==> src/mspp_pkg.sv <==
// shared types and constants of the msp request frame parser
package mspp_pkg;

  localparam int MAX_PAYLOAD = 64;
  localparam int LEN_W = 7;
  localparam int IDX_W = 6;
  localparam int TIME_W = 32;

  localparam logic [7:0] SYM_START = 8'h24;
  localparam logic [7:0] SYM_M = 8'h4D;
  localparam logic [7:0] SYM_ARROW = 8'h3C;
  localparam logic [TIME_W-1:0] TIMEOUT_RESET = 32'd200000;

  typedef enum logic [2:0] {
    ST_HUNT  = 3'd0,
    ST_M     = 3'd1,
    ST_ARROW = 3'd2,
    ST_LEN   = 3'd3,
    ST_CMD   = 3'd4,
    ST_DATA  = 3'd5,
    ST_SUM   = 3'd6
  } parse_state_t;

  typedef struct packed {
    parse_state_t      state;
    logic [7:0]        csum;
    logic [LEN_W-1:0]  flen;
    logic [LEN_W-1:0]  pcount;
    logic [7:0]        cmd;
    logic [TIME_W-1:0] ref_time;
  } parser_regs_t;

  typedef struct packed {
    logic              frame_ok;
    logic              frame_bad;
    logic              data_valid;
    logic [7:0]        data_byte;
    logic [IDX_W-1:0]  data_index;
    logic [7:0]        command;
    logic [LEN_W-1:0]  length;
  } parser_result_t;

endpackage

==> src/msp_request_frame_parser_unit.sv <==
// msp request frame parser top level: input register, parser state, result register
//
// usage: one received serial byte with its microsecond timestamp enters on the
// s_axis channel per word; every accepted word gives exactly one result word
// on m_axis, in order. tuser flags a payload byte, a good checksum or a bad
// checksum; tdata carries the payload byte, its index, the current command
// and the current length.
// the cfg channel writes the 32-bit timeout; cfg_ready is always high and the
// value takes effect for the next byte that is parsed.
// path: the accepted input word is held in the input register, then the parser
// step writes its result into the result register.
// throughput: one word per cycle while m_axis does not stall; the parser step is a
// single registered pass bounded by the 32-bit timestamp subtract and compare.
// reset: parser hunts for the start symbol, timeout returns to 200000, both
// pipeline registers empty.
// stall: a held result keeps its word; one more input word is taken into the
// input register, then s_axis_tready drops until m_axis_tready returns.
module msp_request_frame_parser_unit (
  input  logic        clk,
  input  logic        rst,
  input  logic        s_axis_tvalid,
  output logic        s_axis_tready,
  input  logic [39:0] s_axis_tdata,   // rx_byte[7:0], time_us[39:8]
  output logic        m_axis_tvalid,
  input  logic        m_axis_tready,
  output logic [31:0] m_axis_tdata,   // data_byte[7:0], data_index[13:8], command[21:14],
                                      // length[28:22], zero[31:29]
  output logic [2:0]  m_axis_tuser,   // frame_ok[0], frame_bad[1], data_valid[2]
  input  logic        cfg_valid,
  output logic        cfg_ready,
  input  logic [31:0] cfg_data
);

  logic                        in_valid;
  logic [7:0]                  in_byte;
  logic [mspp_pkg::TIME_W-1:0] in_time;
  logic [mspp_pkg::TIME_W-1:0] timeout_us;
  mspp_pkg::parser_regs_t      regs;
  mspp_pkg::parser_regs_t      regs_next;
  mspp_pkg::parser_result_t    res_next;
  mspp_pkg::parser_result_t    res;
  logic                        out_valid;
  logic                        advance;

  assign advance       = in_valid && (!out_valid || m_axis_tready);
  assign s_axis_tready = !in_valid || advance;
  assign cfg_ready     = 1'b1;

  always_ff @(posedge clk) begin
    if (rst) begin
      timeout_us <= mspp_pkg::TIMEOUT_RESET;
    end else if (cfg_valid) begin
      timeout_us <= cfg_data;
    end
  end

  always_ff @(posedge clk) begin
    if (rst) begin
      in_valid <= 1'b0;
    end else if (s_axis_tready) begin
      in_valid <= s_axis_tvalid;
    end
  end

  always_ff @(posedge clk) begin
    if (s_axis_tvalid && s_axis_tready) begin
      in_byte <= s_axis_tdata[7:0];
      in_time <= s_axis_tdata[39:8];
    end
  end

  mspp_step u_step (
    .cur        (regs),
    .rx_byte    (in_byte),
    .time_us    (in_time),
    .timeout_us (timeout_us),
    .nxt        (regs_next),
    .res        (res_next)
  );

  always_ff @(posedge clk) begin
    if (rst) begin
      regs <= '0;
    end else if (advance) begin
      regs <= regs_next;
    end
  end

  always_ff @(posedge clk) begin
    if (rst) begin
      out_valid <= 1'b0;
    end else if (advance) begin
      out_valid <= 1'b1;
    end else if (m_axis_tready) begin
      out_valid <= 1'b0;
    end
  end

  always_ff @(posedge clk) begin
    if (advance) begin
      res <= res_next;
    end
  end

  assign m_axis_tvalid = out_valid;
  assign m_axis_tdata  = {3'b000, res.length, res.command, res.data_index, res.data_byte};
  assign m_axis_tuser  = {res.data_valid, res.frame_bad, res.frame_ok};

endmodule

==> src/mspp_step.sv <==
// one byte step of the frame parser: next parser registers and the result word
module mspp_step (
  input  mspp_pkg::parser_regs_t          cur,
  input  logic [7:0]                      rx_byte,
  input  logic [mspp_pkg::TIME_W-1:0]     time_us,
  input  logic [mspp_pkg::TIME_W-1:0]     timeout_us,
  output mspp_pkg::parser_regs_t          nxt,
  output mspp_pkg::parser_result_t        res
);

  logic [mspp_pkg::TIME_W-1:0] elapsed;
  logic                        timed_out;
  mspp_pkg::parse_state_t      base_state;
  logic [mspp_pkg::LEN_W-1:0]  pcount_inc;
  logic [7:0]                  csum_xor;

  assign elapsed    = time_us - cur.ref_time;
  assign timed_out  = elapsed > timeout_us;
  assign base_state = timed_out ? mspp_pkg::ST_HUNT : cur.state;
  assign pcount_inc = cur.pcount + mspp_pkg::LEN_W'(1);
  assign csum_xor   = cur.csum ^ rx_byte;

  // next parser registers
  always_comb begin
    nxt = cur;
    nxt.ref_time = timed_out ? time_us : cur.ref_time;
    case (base_state)
      mspp_pkg::ST_M: begin
        nxt.state = (rx_byte == mspp_pkg::SYM_M) ? mspp_pkg::ST_ARROW : mspp_pkg::ST_HUNT;
      end
      mspp_pkg::ST_ARROW: begin
        if (rx_byte == mspp_pkg::SYM_ARROW) begin
          nxt.csum  = 8'd0;
          nxt.flen  = '0;
          nxt.state = mspp_pkg::ST_LEN;
        end else begin
          nxt.state = mspp_pkg::ST_HUNT;
        end
      end
      mspp_pkg::ST_LEN: begin
        if (rx_byte <= 8'(mspp_pkg::MAX_PAYLOAD)) begin
          nxt.flen   = rx_byte[mspp_pkg::LEN_W-1:0];
          nxt.pcount = '0;
          nxt.csum   = csum_xor;
          nxt.state  = mspp_pkg::ST_CMD;
        end else begin
          nxt.state = mspp_pkg::ST_HUNT;
        end
      end
      mspp_pkg::ST_CMD: begin
        nxt.cmd   = rx_byte;
        nxt.csum  = csum_xor;
        nxt.state = (cur.flen == '0) ? mspp_pkg::ST_SUM : mspp_pkg::ST_DATA;
      end
      mspp_pkg::ST_DATA: begin
        nxt.csum   = csum_xor;
        nxt.pcount = pcount_inc;
        if (pcount_inc >= cur.flen) begin
          nxt.state = mspp_pkg::ST_SUM;
        end
      end
      mspp_pkg::ST_SUM: begin
        nxt.state = mspp_pkg::ST_HUNT;
      end
      default: begin
        nxt.state = (rx_byte == mspp_pkg::SYM_START) ? mspp_pkg::ST_M : mspp_pkg::ST_HUNT;
      end
    endcase
  end

  // result word
  always_comb begin
    res            = '0;
    res.command    = nxt.cmd;
    res.length     = nxt.flen;
    case (base_state)
      mspp_pkg::ST_DATA: begin
        res.data_valid = 1'b1;
        res.data_byte  = rx_byte;
        res.data_index = cur.pcount[mspp_pkg::IDX_W-1:0];
      end
      mspp_pkg::ST_SUM: begin
        res.frame_ok  = (cur.csum == rx_byte);
        res.frame_bad = (cur.csum != rx_byte);
      end
      default: begin
        res.data_valid = 1'b0;
      end
    endcase
  end

endmodule

==> config.mk <==
export PLATFORM = sky130hd
export DESIGN_NAME = msp_request_frame_parser_unit
export DESIGN_NICKNAME = d
export VERILOG_FILES = /design/src/mspp_pkg.sv /design/src/msp_request_frame_parser_unit.sv /design/src/mspp_step.sv
export SDC_FILE = /design/constraint.sdc
export NUM_CORES = 1
export LEC_CHECK = 0
export BUFFER_PORTS_ARGS = -buffer_cell sky130_fd_sc_hd__buf_2
export CAP_MARGIN = 20
export CELL_PAD_IN_SITES_DETAIL_PLACEMENT = 1
export CELL_PAD_IN_SITES_GLOBAL_PLACEMENT = 2
export CORE_UTILIZATION = 40
export DETAILED_ROUTE_END_ITERATION = 8
export PLACE_DENSITY = 0.9
export SETUP_SLACK_MARGIN = 0.3
export SLEW_MARGIN = 5
export SYNTH_ARGS = -nofsm -noshare
export SYNTH_HDL_FRONTEND = slang
export SYNTH_SLANG_ARGS = --single-unit
==> constraint.sdc <==
create_clock -name clk -period 11.4 [get_ports clk]
set_clock_uncertainty 0.05 [all_clocks]
set_input_delay 0 -clock clk [delete_from_list [all_inputs] [get_ports clk]]
set_output_delay 0 -clock clk [all_outputs]
set_load 0.01 [all_outputs]
==> flow_summary.toml <==
[outcome]
outcome = "finished, final reports clean"

[run]
cap_violations = 0

[logic_synthesis]
synthArstFlopShare = 0
synth-seq-area-share = 0.444
ys_ff_latch = 171
ys_types = 69
netlist.area_leader.share = 0.232
synthTopCellsByArea = "edfxtp_1 23%, dfxtp_1 21%, ha_1 9.5%"
post-synth-top-count-cell = "inv_1"
yosysWarnings = 0
synth_edf_count = 72
yosys-top-cells-count = "100 x inv_1, 99 x dfxtp_1, 87 x nor2_1, 86 x a21oi_1, 75 x nand2_1"
synth_flop_cell = "dfxtp_1"
synth.avg_cell_area_um2 = 9.53
syn_area_um2 = 9330
yosys.area.top_type = "edfxtp_1"
syn_inst = 979

[grt]
grt_pass1_wl_um = 42000
gr-usage-all-layers = 0.224
grt_pass1_vias = 8130
grt_antenna_before_repair = 0
grt_max_degree = 66
overflow = 0

[layout]
design_area_um2 = 11400
num_antenna_cells = 0
layout.nets = 1294
area_growth_pct = 22.5
post-route-util = 0.502
fill_cells = 2608
drive_gt1_frac = 0.153
finalNonFillerCells = 1471

[power]
power_density_nw_per_um2 = 153
ir_worst_vdd_uv = 97.3
p_leak_nw = 4.64

[setup_path]
startpoint = "in_time[1]"
reg2reg_to = "m_axis_tdata[14]"
path_cells = "ha_1 > nor2b_1 > o31ai_1 > a32oi_1 > a311oi_1 > a211oi_1 > nor3_1 > a21oi_1 > xor2_1 > ha_1 > nand4_1 > nor3_1 > mux2_4 > a21oi_1 > or2_2 > buf_4 > nor2_4 > mux2_2"
critPathTopFamily = "compound AO/OA/AOI/OAI gates"
required_ns = 11.54
crit_type = "flop to flop"
crit_buf_inv = 1
reg2reg_setup_slack_ns = 5.56
cp.depth = 18
critical_path.max_stage_delay_ns = 0.61
reg2reg_depth = 18
cp-endpoint = "m_axis_tdata[14]"
crit_fanout = 44
cp_slowest_cell = "a21oi_1"
rr_startpoint = "in_time[1]"
critPathArrivalTime_ns = 5.98
critPathLaunchType = "flop"
end_kind = "flop"

[clocking]
clkSlewWorstSetupHoldPaths_ns = 0.08
cts.path.max_buffers = 2
cts_buffers = 17
clk_latency_ns = 0.44
cts_tree = "yes"
cts_root_buf = "clkbuf_16"
htree_levels = 4
ctsResizeCount = 0
cts_sinks = 171

[placed_design]
gp_congestion = 0.826
dp_hpwl_um = 17600
dp_cells = 1364
place.port_buffers = 110
place_area_um2 = 10100

[timing]
timing.final.hold_violations = 0
tns_ns = 0
finalMaxSlewViolations = 0
final.period_utilization = 0.512
rsz0062_at_grt = "false"
setup-violations-final = 0
worst_pin_slew_ns = 1.10
period_needed_ns = 5.84
slew_headroom = 0.264
fmaxAchievable_mhz = 171

[routing]
top_layer_used = "met4"
wl_um = 25900
via_per_inst = 5.25
num_vias = 7717
drt-initial-drc-count = 388
drc_errors = 0
ant_nets = 0
dr_wl_met2_um = 12900
drt-pass1-iter-count = 4
wl_per_cell_um = 17.6
wl_met3_um = 633
met1_length_um = 12100

[floorplanning]
rows = 55
die_y_um = 155
initial_core_util = 0.410
die_w_um = 155
dieArea_um2 = 23900
ios = 115
core-area_um2 = 22800

[hold_path]
holdCritPathClass = "input pin to flop"
## layer usage
metal  global-route usage  vias to the layer above
met2                0.396                      125
met4               0.0486                        0
met5                    0                        -
li1                     -                     3788
met1                0.288                     3792
met3               0.0322                       12
## power by group
group	switching, W	total, W	internal, W
registers	0.0000223	0.000694	0.000672
logic	0.000292	0.000471	0.000179
clock network	0.000288	0.000587	0.000299
## state kept, by name, indices dropped and copies added, names as in the netlist
signal / count
in_byte: 8
timeout_us: 32
in_time: 32
m_axis_tuser: 3
regs: 65
m_axis_tvalid: 1
m_axis_tdata: 29
in_valid: 1
## repair_timing
| action | in CTS | in global routing |
|---|---|---|
| buffers inserted | 0 | 0 |
| endpoints found under the hold margin | 74 | 0 |
| hold buffers | 75 | 0 |
## cells by family (layout without fill, tap and decap cells)
group | Yosys count | in the layout | synth area share
simple gates | 298 | 298 | 0.155
compound gates | 208 | 208 | 0.151
flops | 171 | 171 | 0.444
buf+inv | 146 | 323 | 0.0665
fa+ha+maj | 72 | 72 | 0.0974
mux | 46 | 46 | 0.0516
xor+xnor | 36 | 36 | 0.0338
other cells | 2 | 4 | 0.000805
## layout make-up
class / count / area [µm²] / share of cell area
Clock inverter: 14 / 148 / 0.0129
Timing Repair Buffer: 190 / 1340 / 0.117
Inverter: 101 / 379 / 0.0332
Clock buffer: 18 / 439 / 0.0384
Multi-Input combinational cell: 664 / 4580 / 0.401
Tap cell: 313 / 392 / 0.0343
Sequential cell: 171 / 4140 / 0.363
## cell usage in the layout, fill, tap and decap left out, drive strengths merged, types with 8 or more instances in the layout
master,instances
buf,115
inv,108
dfxtp,99
nor2,90
a21oi,88
nand2,75
dlygate4sd3,75
edfxtp,72
ha,71
nand3,43
mux2i,35
xnor2,28
o21ai,25
nor2b,18
clkbuf,18
a21o,16
nand4,14
nor3,14
mux2,11
nor4,10
o211ai,9
nand2b,9
a221o,9
and3,8
xor2,8
## worst min path at each step
stage / from / depth (start not counted) / slack, ns / endpoint
after detailed placement: s_axis_tdata[14] / 1 / 0.13 / in_time[6]
after global routing: rst / 2 / 0.08 / regs[37]
after CTS: rst / 2 / 0.05 / regs[33]
after floorplan: s_axis_tdata[0] / 0 / 0.05 / in_byte[0]
after global placement: s_axis_tdata[4] / 1 / 0.13 / in_byte[4]
final: rst / 2 / 0.05 / regs[33]
## stage by stage
stage          hold WS, ns  total power (W)  worst slack, ns
6_report            0.0485          0.00175             5.56
5_1_grt             0.0849          0.00184             5.10
4_1_cts             0.0497          0.00176             5.54
3_5_place_dp         0.128          0.00116             5.59
3_3_place_gp         0.127          0.00115             5.73
2_1_floorplan       0.0489          0.00106             6.90
## worst reg2reg max path: cells and delay by family, from the launching register on
kind,cells,cell delay (ns)
XOR/XNOR,1,0.17
adder cells (fa/ha/maj),2,0.61
flip-flops,1,0.45
multiplexers,2,0.66
buffers and inverters,1,0.51
AND/OR/NAND/NOR,6,1.39
AO/OA/AOI/OAI,6,1.77
Power figures use the tool's default switching activity.
